==> src/design/rgag_pkg.sv <==
// Shared widths, register indexes and pipeline tag type of the radial glow alpha generator.
`timescale 1ns / 1ps

package rgag_pkg;

    // Field widths
    localparam int COORD_W = 9;
    localparam int RAD_W   = 8;
    localparam int CH_W    = 8;
    localparam int DIM_W   = 7;
    localparam int S_W     = 2 * RAD_W;

    // Largest radius the sprite geometry honours, and the default fraction width
    localparam int MAX_RADIUS    = 255;
    localparam int FRAC_BITS_DEF = 8;

    localparam logic [RAD_W-1:0] RAD_LIMIT =
        (MAX_RADIUS > 255) ? 8'd255 : RAD_W'(MAX_RADIUS);

    // Falloff used when the register holds a negative value
    localparam logic [DIM_W-1:0] DIM_NEG   = 7'd4;
    localparam logic [CH_W-1:0]  ALPHA_MAX = 8'hFF;

    // Configuration register map
    localparam int ADDR_W = 5;
    localparam int IDX_W  = 3;
    localparam logic [IDX_W-1:0] REG_RADIUS  = 3'd0;
    localparam logic [IDX_W-1:0] REG_FALLOFF = 3'd1;
    localparam logic [IDX_W-1:0] REG_RED     = 3'd2;
    localparam logic [IDX_W-1:0] REG_GREEN   = 3'd3;
    localparam logic [IDX_W-1:0] REG_BLUE    = 3'd4;

    // Reset values of the registers
    localparam logic [RAD_W-1:0]        RADIUS_RST  = 8'd16;
    localparam logic signed [CH_W-1:0]  FALLOFF_RST = 8'sd4;
    localparam logic [CH_W-1:0]         COLOUR_RST  = 8'hFF;

    // Control bits that travel alongside each request through the pipeline
    typedef struct packed {
        logic valid;
        logic in_circle;
    } t_tag;

endpackage

==> src/design/radial_glow_alpha_generator.sv <==
// Top level of the radial glow alpha generator: register port, pipeline and output buffering.
`timescale 1ns / 1ps

// The block takes one pixel coordinate per clock and returns one RGBA pixel per clock, in
// order, while the output keeps accepting them. The pipeline depth comes mostly from the
// square root and the two dividers, which each produce one result bit per pipeline stage.
// Alpha follows an inverse-square falloff from the sprite centre and is zero outside the
// circle; the colour comes straight from the registers. A skid entry behind the output
// register takes one more result when the output is refused, so the pipeline keeps moving
// until a second result waits; the input then stays blocked until the skid entry has moved
// up into the output register.
// Registers may only be changed while no request is in flight.
module radial_glow_alpha_generator #(
    parameter int FRAC_BITS = rgag_pkg::FRAC_BITS_DEF
) (
    input  logic                        i_clk,
    input  logic                        i_rst_n,
    // Configuration port
    input  logic                        psel,
    input  logic                        penable,
    input  logic                        pwrite,
    input  logic [rgag_pkg::ADDR_W-1:0] paddr,
    input  logic [31:0]                 pwdata,
    output logic [31:0]                 prdata,
    output logic                        pready,
    // Coordinate stream
    input  logic                        s_axis_tvalid,
    output logic                        s_axis_tready,
    input  logic [23:0]                 s_axis_tdata,  // pixel_x[8:0], pixel_y[17:9], zeros
    // Pixel stream
    output logic                        m_axis_tvalid,
    input  logic                        m_axis_tready,
    output logic [31:0]                 m_axis_tdata   // red, green, blue, alpha
);
    import rgag_pkg::*;

    localparam int ROOT_W = RAD_W + FRAC_BITS;
    localparam int PROD_W = ROOT_W + DIM_W;
    localparam int REL_W  = DIM_W + FRAC_BITS;
    localparam int RSQ_W  = 2 * REL_W;
    localparam int NUM2_W = CH_W + 2 * FRAC_BITS - 2;

    localparam logic [REL_W-1:0]  HALF = REL_W'({1'b1, {(FRAC_BITS - 1){1'b0}}});
    localparam logic [NUM2_W-1:0] NUM2 = {ALPHA_MAX, {(2 * FRAC_BITS - 2){1'b0}}};

    // Configuration registers
    logic [RAD_W-1:0]       r_glow_radius;
    logic signed [CH_W-1:0] r_falloff_scale;
    logic [CH_W-1:0]        r_color_red;
    logic [CH_W-1:0]        r_color_green;
    logic [CH_W-1:0]        r_color_blue;

    logic                   w_wr;
    logic [IDX_W-1:0]       w_idx;
    logic [RAD_W-1:0]       w_rad;
    logic [DIM_W-1:0]       w_dim;
    logic                   w_en;

    t_tag                   w_front_tag;
    logic [S_W-1:0]         w_sum_sq;
    t_tag                   w_root_tag;
    logic [ROOT_W-1:0]      w_dist;
    t_tag                   w_d1_tag;
    logic [REL_W-1:0]       w_quot1;
    t_tag                   w_d2_tag;
    logic [CH_W-1:0]        w_quot2;
    logic [CH_W-1:0]        w_alpha;

    t_tag                   r_m_tag;
    logic [PROD_W-1:0]      r_m_prod;
    t_tag                   r_rel_tag;
    logic [REL_W-1:0]       r_rel;
    t_tag                   r_sq_tag;
    logic [RSQ_W-1:0]       r_rsq;

    logic                   r_out_valid;
    logic [CH_W-1:0]        r_out_alpha;
    logic                   r_skid_valid;
    logic [CH_W-1:0]        r_skid_alpha;
    logic                   n_out_valid;
    logic [CH_W-1:0]        n_out_alpha;
    logic                   n_skid_valid;
    logic [CH_W-1:0]        n_skid_alpha;
    logic                   w_take;

    // Register writes complete in the access cycle
    assign pready = 1'b1;
    assign w_wr   = psel & penable & pwrite & pready;
    assign w_idx  = paddr[ADDR_W-1:2];

    always_ff @(posedge i_clk) begin
        if (!i_rst_n) begin
            r_glow_radius   <= RADIUS_RST;
            r_falloff_scale <= FALLOFF_RST;
            r_color_red     <= COLOUR_RST;
            r_color_green   <= COLOUR_RST;
            r_color_blue    <= COLOUR_RST;
        end else if (w_wr) begin
            unique case (w_idx)
                REG_RADIUS:  r_glow_radius   <= pwdata[RAD_W-1:0];
                REG_FALLOFF: r_falloff_scale <= pwdata[CH_W-1:0];
                REG_RED:     r_color_red     <= pwdata[CH_W-1:0];
                REG_GREEN:   r_color_green   <= pwdata[CH_W-1:0];
                REG_BLUE:    r_color_blue    <= pwdata[CH_W-1:0];
                default: ;
            endcase
        end
    end

    // Register read-back
    always_comb begin
        unique case (w_idx)
            REG_RADIUS:  prdata = 32'(r_glow_radius);
            REG_FALLOFF: prdata = 32'(unsigned'(r_falloff_scale));
            REG_RED:     prdata = 32'(r_color_red);
            REG_GREEN:   prdata = 32'(r_color_green);
            REG_BLUE:    prdata = 32'(r_color_blue);
            default:     prdata = '0;
        endcase
    end

    // Effective radius and falloff
    assign w_rad = (r_glow_radius > RAD_LIMIT) ? RAD_LIMIT : r_glow_radius;
    assign w_dim = r_falloff_scale[CH_W-1] ? DIM_NEG : r_falloff_scale[DIM_W-1:0];

    // The whole pipeline moves together while the skid entry is free
    assign w_en          = !r_skid_valid;
    assign s_axis_tready = w_en;

    rgag_front u_front (
        .i_clk     (i_clk),
        .i_rst_n   (i_rst_n),
        .i_en      (w_en),
        .i_valid   (s_axis_tvalid),
        .i_pixel_x (s_axis_tdata[COORD_W-1:0]),
        .i_pixel_y (s_axis_tdata[2*COORD_W-1:COORD_W]),
        .i_rad     (w_rad),
        .o_tag     (w_front_tag),
        .o_sum_sq  (w_sum_sq)
    );

    // Distance in fixed point: root of the squared distance scaled by 2^(2F)
    rgag_sqrt #(
        .ROOT_W (ROOT_W)
    ) u_sqrt (
        .i_clk      (i_clk),
        .i_rst_n    (i_rst_n),
        .i_en       (w_en),
        .i_tag      (w_front_tag),
        .i_radicand ({w_sum_sq, {(2 * FRAC_BITS){1'b0}}}),
        .o_tag      (w_root_tag),
        .o_root     (w_dist)
    );

    // Scale the distance by the falloff
    always_ff @(posedge i_clk) begin
        if (!i_rst_n) begin
            r_m_tag <= '0;
        end else if (w_en) begin
            r_m_tag <= w_root_tag;
        end
    end

    always_ff @(posedge i_clk) begin
        if (w_en) begin
            r_m_prod <= PROD_W'(w_dist) * PROD_W'(w_dim);
        end
    end

    // Relative distance: scaled distance over the radius
    rgag_div #(
        .NUM_W (PROD_W),
        .DEN_W (RAD_W),
        .Q_W   (REL_W)
    ) u_div_rel (
        .i_clk   (i_clk),
        .i_rst_n (i_rst_n),
        .i_en    (w_en),
        .i_tag   (r_m_tag),
        .i_num   (r_m_prod),
        .i_den   (w_rad),
        .o_tag   (w_d1_tag),
        .o_quot  (w_quot1)
    );

    // Add one half, then square; a zero radius leaves only the half
    always_ff @(posedge i_clk) begin
        if (!i_rst_n) begin
            r_rel_tag <= '0;
            r_sq_tag  <= '0;
        end else if (w_en) begin
            r_rel_tag <= w_d1_tag;
            r_sq_tag  <= r_rel_tag;
        end
    end

    always_ff @(posedge i_clk) begin
        if (w_en) begin
            r_rel <= (w_rad == '0) ? HALF : w_quot1 + HALF;
            r_rsq <= RSQ_W'(r_rel) * RSQ_W'(r_rel);
        end
    end

    // Inverse-square alpha; the half offset keeps the quotient within eight bits
    rgag_div #(
        .NUM_W (NUM2_W),
        .DEN_W (RSQ_W),
        .Q_W   (CH_W)
    ) u_div_alpha (
        .i_clk   (i_clk),
        .i_rst_n (i_rst_n),
        .i_en    (w_en),
        .i_tag   (r_sq_tag),
        .i_num   (NUM2),
        .i_den   (r_rsq),
        .o_tag   (w_d2_tag),
        .o_quot  (w_quot2)
    );

    assign w_alpha = w_d2_tag.in_circle ? w_quot2 : '0;

    // Output register with one skid entry behind it
    assign w_take = r_out_valid & m_axis_tready;

    always_comb begin
        n_out_valid  = r_out_valid;
        n_out_alpha  = r_out_alpha;
        n_skid_valid = r_skid_valid;
        n_skid_alpha = r_skid_alpha;
        if (w_take) begin
            n_out_valid = 1'b0;
        end
        if (r_skid_valid) begin
            if (w_take) begin
                n_out_valid  = 1'b1;
                n_out_alpha  = r_skid_alpha;
                n_skid_valid = 1'b0;
            end
        end else if (w_d2_tag.valid) begin
            if (!r_out_valid || w_take) begin
                n_out_valid = 1'b1;
                n_out_alpha = w_alpha;
            end else begin
                n_skid_valid = 1'b1;
                n_skid_alpha = w_alpha;
            end
        end
    end

    always_ff @(posedge i_clk) begin
        if (!i_rst_n) begin
            r_out_valid  <= 1'b0;
            r_skid_valid <= 1'b0;
        end else begin
            r_out_valid  <= n_out_valid;
            r_skid_valid <= n_skid_valid;
        end
    end

    always_ff @(posedge i_clk) begin
        r_out_alpha  <= n_out_alpha;
        r_skid_alpha <= n_skid_alpha;
    end

    assign m_axis_tvalid = r_out_valid;
    assign m_axis_tdata  = {r_out_alpha, r_color_blue, r_color_green, r_color_red};

    // The skid entry is only ever occupied behind a waiting result
    a_skid_behind_out: assert property (@(posedge i_clk) disable iff (!i_rst_n)
        r_skid_valid |-> r_out_valid)
        else $error("skid entry holds a result while the output register is empty");

    // The skid entry fills only when the output result was refused
    a_skid_fill: assert property (@(posedge i_clk) disable iff (!i_rst_n)
        $rose(r_skid_valid) |-> $past(r_out_valid && !m_axis_tready))
        else $error("skid entry filled although the output was free");

    // A taken result is replaced by the skid entry at once
    a_skid_drain: assert property (@(posedge i_clk) disable iff (!i_rst_n)
        (r_skid_valid && m_axis_tready) |=> (r_out_valid && !r_skid_valid))
        else $error("skid entry did not move into the output register");

    // For a pixel inside the circle the relative distance cannot wrap below one half
    a_rel_range: assert property (@(posedge i_clk) disable iff (!i_rst_n)
        (r_rel_tag.valid && r_rel_tag.in_circle) |-> (r_rel >= HALF))
        else $error("relative distance wrapped for a pixel inside the circle");

endmodule

==> src/design/rgag_front.sv <==
// Front end: distance offsets, squares and the inside-circle test over three stages.
`timescale 1ns / 1ps

module rgag_front (
    input  logic                         i_clk,
    input  logic                         i_rst_n,
    input  logic                         i_en,
    input  logic                         i_valid,
    input  logic [rgag_pkg::COORD_W-1:0] i_pixel_x,
    input  logic [rgag_pkg::COORD_W-1:0] i_pixel_y,
    input  logic [rgag_pkg::RAD_W-1:0]   i_rad,
    output rgag_pkg::t_tag               o_tag,
    output logic [rgag_pkg::S_W-1:0]     o_sum_sq
);
    import rgag_pkg::*;

    localparam int SQ_W  = 2 * COORD_W;
    localparam int SUM_W = SQ_W + 1;

    logic [COORD_W-1:0] w_rad_ext;
    logic [COORD_W-1:0] w_ax;
    logic [COORD_W-1:0] w_ay;
    logic [SUM_W-1:0]   w_sum;
    logic               w_inside;

    logic               r_v1;
    logic [COORD_W-1:0] r_ax;
    logic [COORD_W-1:0] r_ay;
    logic               r_v2;
    logic [SQ_W-1:0]    r_ax_sq;
    logic [SQ_W-1:0]    r_ay_sq;
    logic [S_W-1:0]     r_rad_sq;
    t_tag               r_tag3;
    logic [S_W-1:0]     r_sum_sq;

    // Stage 1: absolute offsets from the centre
    assign w_rad_ext = COORD_W'(i_rad);
    assign w_ax = (i_pixel_x >= w_rad_ext) ? i_pixel_x - w_rad_ext : w_rad_ext - i_pixel_x;
    assign w_ay = (i_pixel_y >= w_rad_ext) ? i_pixel_y - w_rad_ext : w_rad_ext - i_pixel_y;

    // Stage 3: sum of squares and the test against the squared radius
    assign w_sum    = SUM_W'(r_ax_sq) + SUM_W'(r_ay_sq);
    assign w_inside = w_sum <= SUM_W'(r_rad_sq);

    // Valid bits
    always_ff @(posedge i_clk) begin
        if (!i_rst_n) begin
            r_v1   <= 1'b0;
            r_v2   <= 1'b0;
            r_tag3 <= '0;
        end else if (i_en) begin
            r_v1   <= i_valid;
            r_v2   <= r_v1;
            r_tag3 <= '{valid: r_v2, in_circle: w_inside};
        end
    end

    // Payload
    always_ff @(posedge i_clk) begin
        if (i_en) begin
            r_ax     <= w_ax;
            r_ay     <= w_ay;
            r_ax_sq  <= SQ_W'(r_ax) * SQ_W'(r_ax);
            r_ay_sq  <= SQ_W'(r_ay) * SQ_W'(r_ay);
            r_rad_sq <= S_W'(i_rad) * S_W'(i_rad);
            // Only the low bits matter once the point is known to be inside
            r_sum_sq <= w_sum[S_W-1:0];
        end
    end

    assign o_tag    = r_tag3;
    assign o_sum_sq = r_sum_sq;

endmodule

==> src/design/rgag_sqrt.sv <==
// Pipelined integer square root, one result bit per stage.
`timescale 1ns / 1ps

module rgag_sqrt #(
    parameter int ROOT_W = 16
) (
    input  logic                  i_clk,
    input  logic                  i_rst_n,
    input  logic                  i_en,
    input  rgag_pkg::t_tag        i_tag,
    input  logic [2*ROOT_W-1:0]   i_radicand,
    output rgag_pkg::t_tag        o_tag,
    output logic [ROOT_W-1:0]     o_root
);
    import rgag_pkg::*;

    localparam int RAD2_W = 2 * ROOT_W;
    localparam int REM_W  = ROOT_W + 3;

    logic [REM_W-1:0]  r_rem  [0:ROOT_W-2];
    logic [RAD2_W-1:0] r_rad  [0:ROOT_W-2];
    logic [ROOT_W-1:0] r_root [0:ROOT_W-1];
    t_tag              r_tag  [0:ROOT_W-1];

    genvar i;
    for (i = 0; i < ROOT_W; i++) begin : g_step
        logic [REM_W-1:0]  w_rem_in;
        logic [RAD2_W-1:0] w_rad_in;
        logic [ROOT_W-1:0] w_root_in;
        t_tag              w_tag_in;
        logic [REM_W-1:0]  w_rem_sh;
        logic [REM_W-1:0]  w_trial;
        logic              w_ge;

        if (i == 0) begin : g_first
            assign w_rem_in  = '0;
            assign w_rad_in  = i_radicand;
            assign w_root_in = '0;
            assign w_tag_in  = i_tag;
        end else begin : g_next
            assign w_rem_in  = r_rem[i-1];
            assign w_rad_in  = r_rad[i-1];
            assign w_root_in = r_root[i-1];
            assign w_tag_in  = r_tag[i-1];
        end

        // Bring down the next two radicand bits and try the root bit
        assign w_rem_sh = {w_rem_in[REM_W-3:0], w_rad_in[RAD2_W-1 -: 2]};
        assign w_trial  = REM_W'({w_root_in, 2'b01});
        assign w_ge     = w_rem_sh >= w_trial;

        always_ff @(posedge i_clk) begin
            if (!i_rst_n) begin
                r_tag[i] <= '0;
            end else if (i_en) begin
                r_tag[i] <= w_tag_in;
            end
        end

        always_ff @(posedge i_clk) begin
            if (i_en) begin
                r_root[i] <= {w_root_in[ROOT_W-2:0], w_ge};
            end
        end

        // The last stage needs no remainder or radicand
        if (i < ROOT_W - 1) begin : g_carry
            always_ff @(posedge i_clk) begin
                if (i_en) begin
                    r_rem[i] <= w_ge ? w_rem_sh - w_trial : w_rem_sh;
                    r_rad[i] <= w_rad_in << 2;
                end
            end
        end
    end

    assign o_tag  = r_tag[ROOT_W-1];
    assign o_root = r_root[ROOT_W-1];

endmodule

==> src/design/rgag_div.sv <==
// Pipelined restoring divider, one quotient bit per stage, for quotients known to fit Q_W bits.
`timescale 1ns / 1ps

module rgag_div #(
    parameter int NUM_W = 23,
    parameter int DEN_W = 8,
    parameter int Q_W   = 15
) (
    input  logic               i_clk,
    input  logic               i_rst_n,
    input  logic               i_en,
    input  rgag_pkg::t_tag     i_tag,
    input  logic [NUM_W-1:0]   i_num,
    input  logic [DEN_W-1:0]   i_den,
    output rgag_pkg::t_tag     o_tag,
    output logic [Q_W-1:0]     o_quot
);
    import rgag_pkg::*;

    logic [DEN_W-1:0] r_rem  [0:Q_W-2];
    logic [Q_W-1:0]   r_low  [0:Q_W-2];
    logic [DEN_W-1:0] r_den  [0:Q_W-2];
    logic [Q_W-1:0]   r_quot [0:Q_W-1];
    t_tag             r_tag  [0:Q_W-1];

    genvar i;
    for (i = 0; i < Q_W; i++) begin : g_step
        logic [DEN_W-1:0] w_rem_in;
        logic [Q_W-1:0]   w_low_in;
        logic [DEN_W-1:0] w_den_in;
        logic [Q_W-1:0]   w_quot_in;
        t_tag             w_tag_in;
        logic [DEN_W:0]   w_rem_sh;
        logic             w_ge;

        if (i == 0) begin : g_first
            // The upper numerator bits are below the divisor for every in-circle request with a nonzero divisor
            assign w_rem_in  = DEN_W'(i_num[NUM_W-1:Q_W]);
            assign w_low_in  = i_num[Q_W-1:0];
            assign w_den_in  = i_den;
            assign w_quot_in = '0;
            assign w_tag_in  = i_tag;
        end else begin : g_next
            assign w_rem_in  = r_rem[i-1];
            assign w_low_in  = r_low[i-1];
            assign w_den_in  = r_den[i-1];
            assign w_quot_in = r_quot[i-1];
            assign w_tag_in  = r_tag[i-1];
        end

        assign w_rem_sh = {w_rem_in, w_low_in[Q_W-1]};
        assign w_ge     = w_rem_sh >= {1'b0, w_den_in};

        always_ff @(posedge i_clk) begin
            if (!i_rst_n) begin
                r_tag[i] <= '0;
            end else if (i_en) begin
                r_tag[i] <= w_tag_in;
            end
        end

        always_ff @(posedge i_clk) begin
            if (i_en) begin
                r_quot[i] <= {w_quot_in[Q_W-2:0], w_ge};
            end
        end

        // The last stage keeps only the quotient
        if (i < Q_W - 1) begin : g_carry
            always_ff @(posedge i_clk) begin
                if (i_en) begin
                    r_rem[i] <= DEN_W'(w_ge ? w_rem_sh - {1'b0, w_den_in} : w_rem_sh);
                    r_low[i] <= w_low_in << 1;
                    r_den[i] <= w_den_in;
                end
            end
        end
    end

    assign o_tag  = r_tag[Q_W-1];
    assign o_quot = r_quot[Q_W-1];

endmodule

==> config.mk <==
export PLATFORM = sky130hd
export DESIGN_NAME = radial_glow_alpha_generator
export DESIGN_NICKNAME = d
export VERILOG_FILES = /design/src/design/rgag_pkg.sv /design/src/design/radial_glow_alpha_generator.sv /design/src/design/rgag_front.sv /design/src/design/rgag_sqrt.sv /design/src/design/rgag_div.sv
export SDC_FILE = /design/constraint.sdc
export NUM_CORES = 2
export LEC_CHECK = 0
export BUFFER_PORTS_ARGS = -buffer_cell sky130_fd_sc_hd__buf_2
export CORE_ASPECT_RATIO = 0.5
export CORE_MARGIN = 8
export CORE_UTILIZATION = 45
export DETAILED_ROUTE_END_ITERATION = 10
export GPL_TIMING_DRIVEN = 0
export HOLD_SLACK_MARGIN = 0.15
export SETUP_SLACK_MARGIN = 0.3
export SLEW_MARGIN = 20
export SYNTH_ARGS = -nofsm -noshare
export SYNTH_HDL_FRONTEND = slang
export SYNTH_SLANG_ARGS = --single-unit
==> constraint.sdc <==
create_clock -name i_clk -period 34.4 [get_ports i_clk]
set_input_delay 5.16 -clock i_clk [delete_from_list [all_inputs] [get_ports i_clk]]
set_output_delay 5.16 -clock i_clk [all_outputs]
set_load 0.005 [all_outputs]
; ---- Word level (Yosys, flattened, before mapping)
; Memories as Yosys holds them, arrays and structs flattened. A register that Yosys moved wholly into a read port is not among the register bits.
; Cells that the tools add are included.
[word_totals]
ram_bits = 2247
memories = 14
input_bits = 68
register_bits = 218
out_inout_bits = 67
wordCells = 293
[mem_list]
columns = name, depth, width, read_ports, rd_ports_with_merged_regs, wr, line_no
row1 = u_sqrt.r_rad, 15, 30, 15, 0, 15, rgag_sqrt.sv:21  ; logic [RAD2_W-1:0] r_rad [0:ROOT_W-2];
row2 = u_sqrt.r_rem, 15, 19, 15, 0, 15, rgag_sqrt.sv:20  ; logic [REM_W-1:0] r_rem [0:ROOT_W-2];
row3 = u_sqrt.r_root, 16, 16, 16, 0, 16, rgag_sqrt.sv:22  ; logic [ROOT_W-1:0] r_root [0:ROOT_W-1];
row4 = u_div_rel.r_quot, 15, 15, 15, 0, 15, rgag_div.sv:23  ; logic [Q_W-1:0] r_quot [0:Q_W-1];
row5 = u_div_alpha.r_den, 7, 30, 7, 0, 7, rgag_div.sv:22  ; logic [DEN_W-1:0] r_den [0:Q_W-2];
row6 = u_div_alpha.r_rem, 7, 30, 7, 0, 7, rgag_div.sv:20  ; logic [DEN_W-1:0] r_rem [0:Q_W-2];
row7 = +8 memories, --, --, --, --, --, --
[op_classes]
bitwise = 44
add_sub_neg = 42
n_eq_ne = 5
muxes = 98
multipliers = 5
reduce_logical = 18
magnitude_cmp = 43
[op_table]
columns = cell, count
row1 = $ge A19 B18 Y1, 15
row2 = $mux W19, 15
row3 = $sub A19 B18 Y19, 14
row4 = $ge A31 B30 Y1, 7
row5 = $mux W30, 7
row6 = $sub A30 B30 Y30, 6
row7 = $mux W8, 20
row8 = $ge A9 B8 Y1, 17
row9 = $sub A8 B8 Y8, 14
row10 = $mux W2, 39
row11 = $pmux W8 S5, 1
row12 = $or A1 B1 Y1, 39
row13 = $mul A9 B9 Y18, 2
row14 = $ge A15 B30 Y1 const A, 1
row15 = $mul A15 B15 Y30, 1
row16 = $sub A15 B30 Y30 const A, 1
row17 = $mul A16 B7 Y23, 1
row18 = $add A18 B18 Y19, 1
row19 = $le A19 B16 Y1, 1
row20 = $mux W9, 2
row21 = $sub A8 B9 Y9, 2
row22 = $sub A9 B8 Y9, 2
row23 = $mul A8 B8 Y16, 1
row24 = $add A15 B8 Y15 const B, 1
row25 = other kinds (18), 45

; ---- Longest topological paths before layout
[logic_depth]
depth_word = 5
depth_mapped = 26
depth_no_buf = 25

; ---- By module
; Synthesis repeated with hierarchy kept, for this count alone.
[hier_totals]
cells_unflattened = 9128
hier_area_um2 = 107005.1
[modules_own_cells]
columns = mod, instances, seq_area_each_um2, area_per_inst_um2, cells_each
row1 = rgag_sqrt, 1, 19368.6, 29859.9, 2205
row2 = rgag_div at u_div_alpha, 1, 15014.4, 29468.3, 2685
row3 = rgag_div at u_div_rel, 1, 14383.8, 21365.5, 1463
row4 = radial_glow_alpha_generator, 1, 3453.3, 15304.7, 1600
row5 = rgag_front, 1, 2572.5, 11006.8, 1175

; ---- Worst setup path after synthesis
; OpenSTA, ideal clock, no wires.
[synth_path]
path_kind = reg2out
start = register r_skid_valid
end = output port s_axis_tready
slack_ns = 13.074
t_arrival_ns = 16.166
path_buffers = 1
required_ns = 29.240
stages_incl_launch_ff = 3
path_cell_list = dfxtp_1 > clkbuf_1 > inv_2
[synth_between]
elab_chain_cells = 1
[synth_lines]
columns = element, line_no
row1 = "start, declared", radial_glow_alpha_generator.sv:78  ; logic r_skid_valid;
row2 = "start signal, assigned", radial_glow_alpha_generator.sv:256  ; r_skid_valid <= n_skid_valid;
row3 = $logic_not A1 Y1, radial_glow_alpha_generator.sv:127  ; assign w_en = !r_skid_valid;
row4 = "end, declared", radial_glow_alpha_generator.sv:28  ; output logic s_axis_tready,
; No other way between the ends.

; ---- Worst setup path in the final report
[layout_path]
start = input port paddr[2] (netlist bit)
end = output port prdata[6]
[layout_between]
elab_chain_cells = 2
word_cells_on_any_way = 6
cone_classes = eq/ne: 4 / mux: 1 / reduce/logical: 1
[layout_lines]
columns = element, line_no
row1 = "start, declared", radial_glow_alpha_generator.sv:22  ; input logic [rgag_pkg::ADDR_W-1:0] paddr,
row2 = "$eq A3 B3 Y1, or another cell as far along", radial_glow_alpha_generator.sv:112  ; unique case (w_idx)
row3 = $pmux W8 S5 *, radial_glow_alpha_generator.sv:112
row4 = "end, declared", radial_glow_alpha_generator.sv:24  ; output logic [31:0] prdata,
; Every way passes the cells marked *; elsewhere a longest branch is shown, timed or not.

==> impl_metrics.json <==
{
  "status": "complete, no violations",
  "hold_viol_final": 0,
  "cts.repair.resized": 0,
  "cp-start-kind": "input port",
  "layout-drive-gt1-share": 0.0628,
  "layout_common_cells": "1,562 x edfxtp_1, 1,120 x inv_1, 752 x ha_1",
  "coreArea_sq_um": 207000,
  "min_period_over_period": 0.354,
  "report.final.slew_viol_count": 0,
  "tightest_slew_ns": 1.15,
  "cpPeakStageDelay_ns": 0.49,
  "io_pins": 135,
  "drcViolationCount": 0,
  "syn_area_sq_um": 93500,
  "final_common_cell": "edfxtp_1",
  "clockBufferDepth": 4,
  "hpwl_um": 139000,
  "fillers": 18400,
  "crit_type": "input port to output pin",
  "grt_pass1_vias": 56900,
  "synth_cells": 8026,
  "grt_util_all_layers": 0.162,
  "top_usage_layer": "met2",
  "setup_tns_ns": 0,
  "post_drt_wl_per_cell_um": 16.3,
  "setup_violations": 0,
  "path_cells": "clkbuf_1 -> clkbuf_1 -> mux4_2 -> inv_1 -> o21ai_0 -> buf_2",
  "areaGrowthSynthToFinish_pct": 10.2,
  "crit_path_end_kind": "output pin",
  "root_buffer": "clkbuf_16",
  "crit_top_cell": "clkbuf_1",
  "clock.fmax_mhz": 82.1,
  "cap_violations": 0,
  "postCtsSetupRepairBufs": 0,
  "cp_max_fo": 10,
  "seq_area_frac_synth": 0.513,
  "gr-total-overflow": 0,
  "rows": 118,
  "grt_use_met1": 0.205,
  "cts.clk_slew.worst_paths_ns": 0.07,
  "yosys_warnings": 0,
  "die_w_um": 661,
  "hold_class": "flip-flop to flip-flop",
  "grtUsageMet2": 0.284,
  "totalWireLength_um": 183000,
  "die_h_um": 338,
  "port_buffers": 75,
  "antenna_found_initial": 6,
  "clock_latency_ns": 0.79,
  "place_congestion": 0.861,
  "fin_skew_ns": 0.0557,
  "vias_per_cell": 5.04,
  "dr.pass1.iters": 5,
  "synth_ff_type": "edfxtp_1",
  "cts_made_buffers": 162,
  "min_period_ns": 12.18,
  "cts-htree-levels": 4,
  "cts_tree": "yes",
  "postCtsHoldBufs": 0,
  "use_met3": 0.0257,
  "grt_max_degree": 116,
  "arrival_ns": 7.02,
  "worstPathRequired_ns": 29.24,
  "synth_cell_type_count": 97,
  "cp_slowest_cell": "clkbuf_1",
  "maxSlewHeadroom": 0.232,
  "finalNetCount": 9465,
  "cts_sinks": 1614,
  "avgSynthCellArea_sq_um": 11.7,
  "initial_utilization": 0.452,
  "die_area_sq_um": 224000,
  "ys_ff_latch": 1614,
  "rsz0062_at_grt": "false",
  "synthArstFlopShare": 0,
  "vias": 56400,
  "grt_pass1_wl_um": 295000,
  "final_antenna_net_count": 0,
  "initialDrtViolationCount": 3021,
  "synth_edf_count": 1562
}
-- cell usage after synthesis, types with 12 or more instances --
library cell	instances	share of area
a22oi_1	15	0.0012
nand2_1	597	0.024
ha_1	752	0.10
mux2_2	95	0.011
o22ai_1	12	0.00080
buf_2	15	0.00080
edfxtp_1	1562	0.50
o21ai_0	376	0.020
nor4_1	38	0.0025
nor2b_1	127	0.0085
or2_2	22	0.0015
a311oi_1	17	0.0016
mux2i_1	42	0.0045
a21boi_0	50	0.0040
o21bai_1	71	0.0057
a211oi_1	35	0.0028
o211ai_1	16	0.0013
nand3_1	102	0.0055
clkbuf_1	123	0.0049
a21o_1	136	0.011
a211o_1	12	0.0011
o21a_1	50	0.0040
xnor2_1	271	0.025
inv_1	1120	0.045
dfxtp_1	52	0.011
a21oi_1	397	0.021
and2_1	277	0.019
o31ai_1	45	0.0036
nor3_1	128	0.0069
or3_1	30	0.0020
a31oi_1	43	0.0029
nand4_1	72	0.0048
fa_1	325	0.070
buf_4	33	0.0026
xor2_1	220	0.021
o41ai_1	14	0.0013
nor2_1	433	0.017
nand2b_1	69	0.0046
and3_1	36	0.0024
mux2_1	37	0.0045
-- flip-flops by register name, indices dropped and copies added, names as in the netlist, 29 cells and up --
register and flops:
u_sqrt.r_rad 56, u_div_rel.r_rem 112, u_div_alpha.r_quot 36, r_rsq 29
u_sqrt.r_root 136, u_div_alpha.r_den 203, u_div_rel.r_low 105, u_div_rel.r_tag 30
u_div_rel.r_den 111, u_div_rel.r_quot 120, u_div_alpha.r_rem 209, u_sqrt.r_tag 32
u_sqrt.r_rem 230
-- final cells by class --
cell class / instances / area (sq um) / share of cell area
repair buffers: 93 / 818 / 0.00794
diodes: 3 / 7.51 / 0.0000728
plain buffers: 173 / 793 / 0.00769
well taps: 2760 / 3450 / 0.0335
multi-input cells: 5153 / 40800 / 0.395
flip-flops and latches: 1614 / 47900 / 0.465
clock buffers: 195 / 4260 / 0.0413
clock inverters: 87 / 841 / 0.00816
inverters: 1123 / 4220 / 0.0410
-- critical path: cells and delay by family --
| kind | cells | cell delay (ns) |
|---|---|---|
| buffers and inverters | 4 | 1.10 |
| AOI/OAI and AO/OA | 1 | 0.44 |
| muxes | 1 | 0.30 |
-- logic make-up (layout without fill, tap and decap cells) --
family | after synthesis | after routing | share of synthesized area
and+or+nand+nor | 1981 | 1981 | 0.103
DFF | 1614 | 1614 | 0.513
AOI/OAI and AO/OA | 1389 | 1389 | 0.0934
buffers and inverters | 1296 | 1671 | 0.0536
adders and majority gates | 1077 | 1077 | 0.170
xor gates and xnor gates | 492 | 492 | 0.0462
muxes | 175 | 175 | 0.0206
other | 2 | 42 | 0.0000803
-- routing by layer --
| layer | wire (um) | vias to the layer above |
|---|---|---|
| li1 | - | 28600 |
| met1 | 81900 | 26800 |
| met2 | 88900 | 769 |
| met3 | 6450 | 301 |
| met4 | 5560 | 4 |
| met5 | 27 | - |
-- worst paths after layout --
kind / start / end / slack (ns) / depth (start not counted)
setup / recovery: paddr[2] / prdata[6] / 22.22 / 6
hold / removal: u_div_rel.r_quot[9][8] / u_div_rel.r_quot[10][9] / 0.40 / 0
setup reg to reg: r_rel[5] / r_rsq[28] / 26.84 / 22
hold reg to reg: u_div_rel.r_quot[9][8] / u_div_rel.r_quot[10][9] / 0.40 / 0
-- stage by stage --
stage / hold slack [ns] / area [sq um] / setup slack [ns] / std cells / util
5_1_grt: 0.399 / 103000 / 22.08 / 11200 / 0.499
3_5_place_dp: 0.405 / 98000 / 22.24 / 10900 / 0.474
2_1_floorplan: 0.400 / 93700 / 13.07 / 8063 / -
6_report: 0.397 / 103000 / 22.22 / 11200 / 0.499
4_1_cts: 0.392 / 103000 / 22.23 / 11200 / 0.499
3_3_place_gp: 0.401 / 97500 / 4.35 / 10900 / 0.472
Power is left out: the tool's default activity adds up to more than one toggle a clock period on the data nets, which glitch-free logic cannot reach.
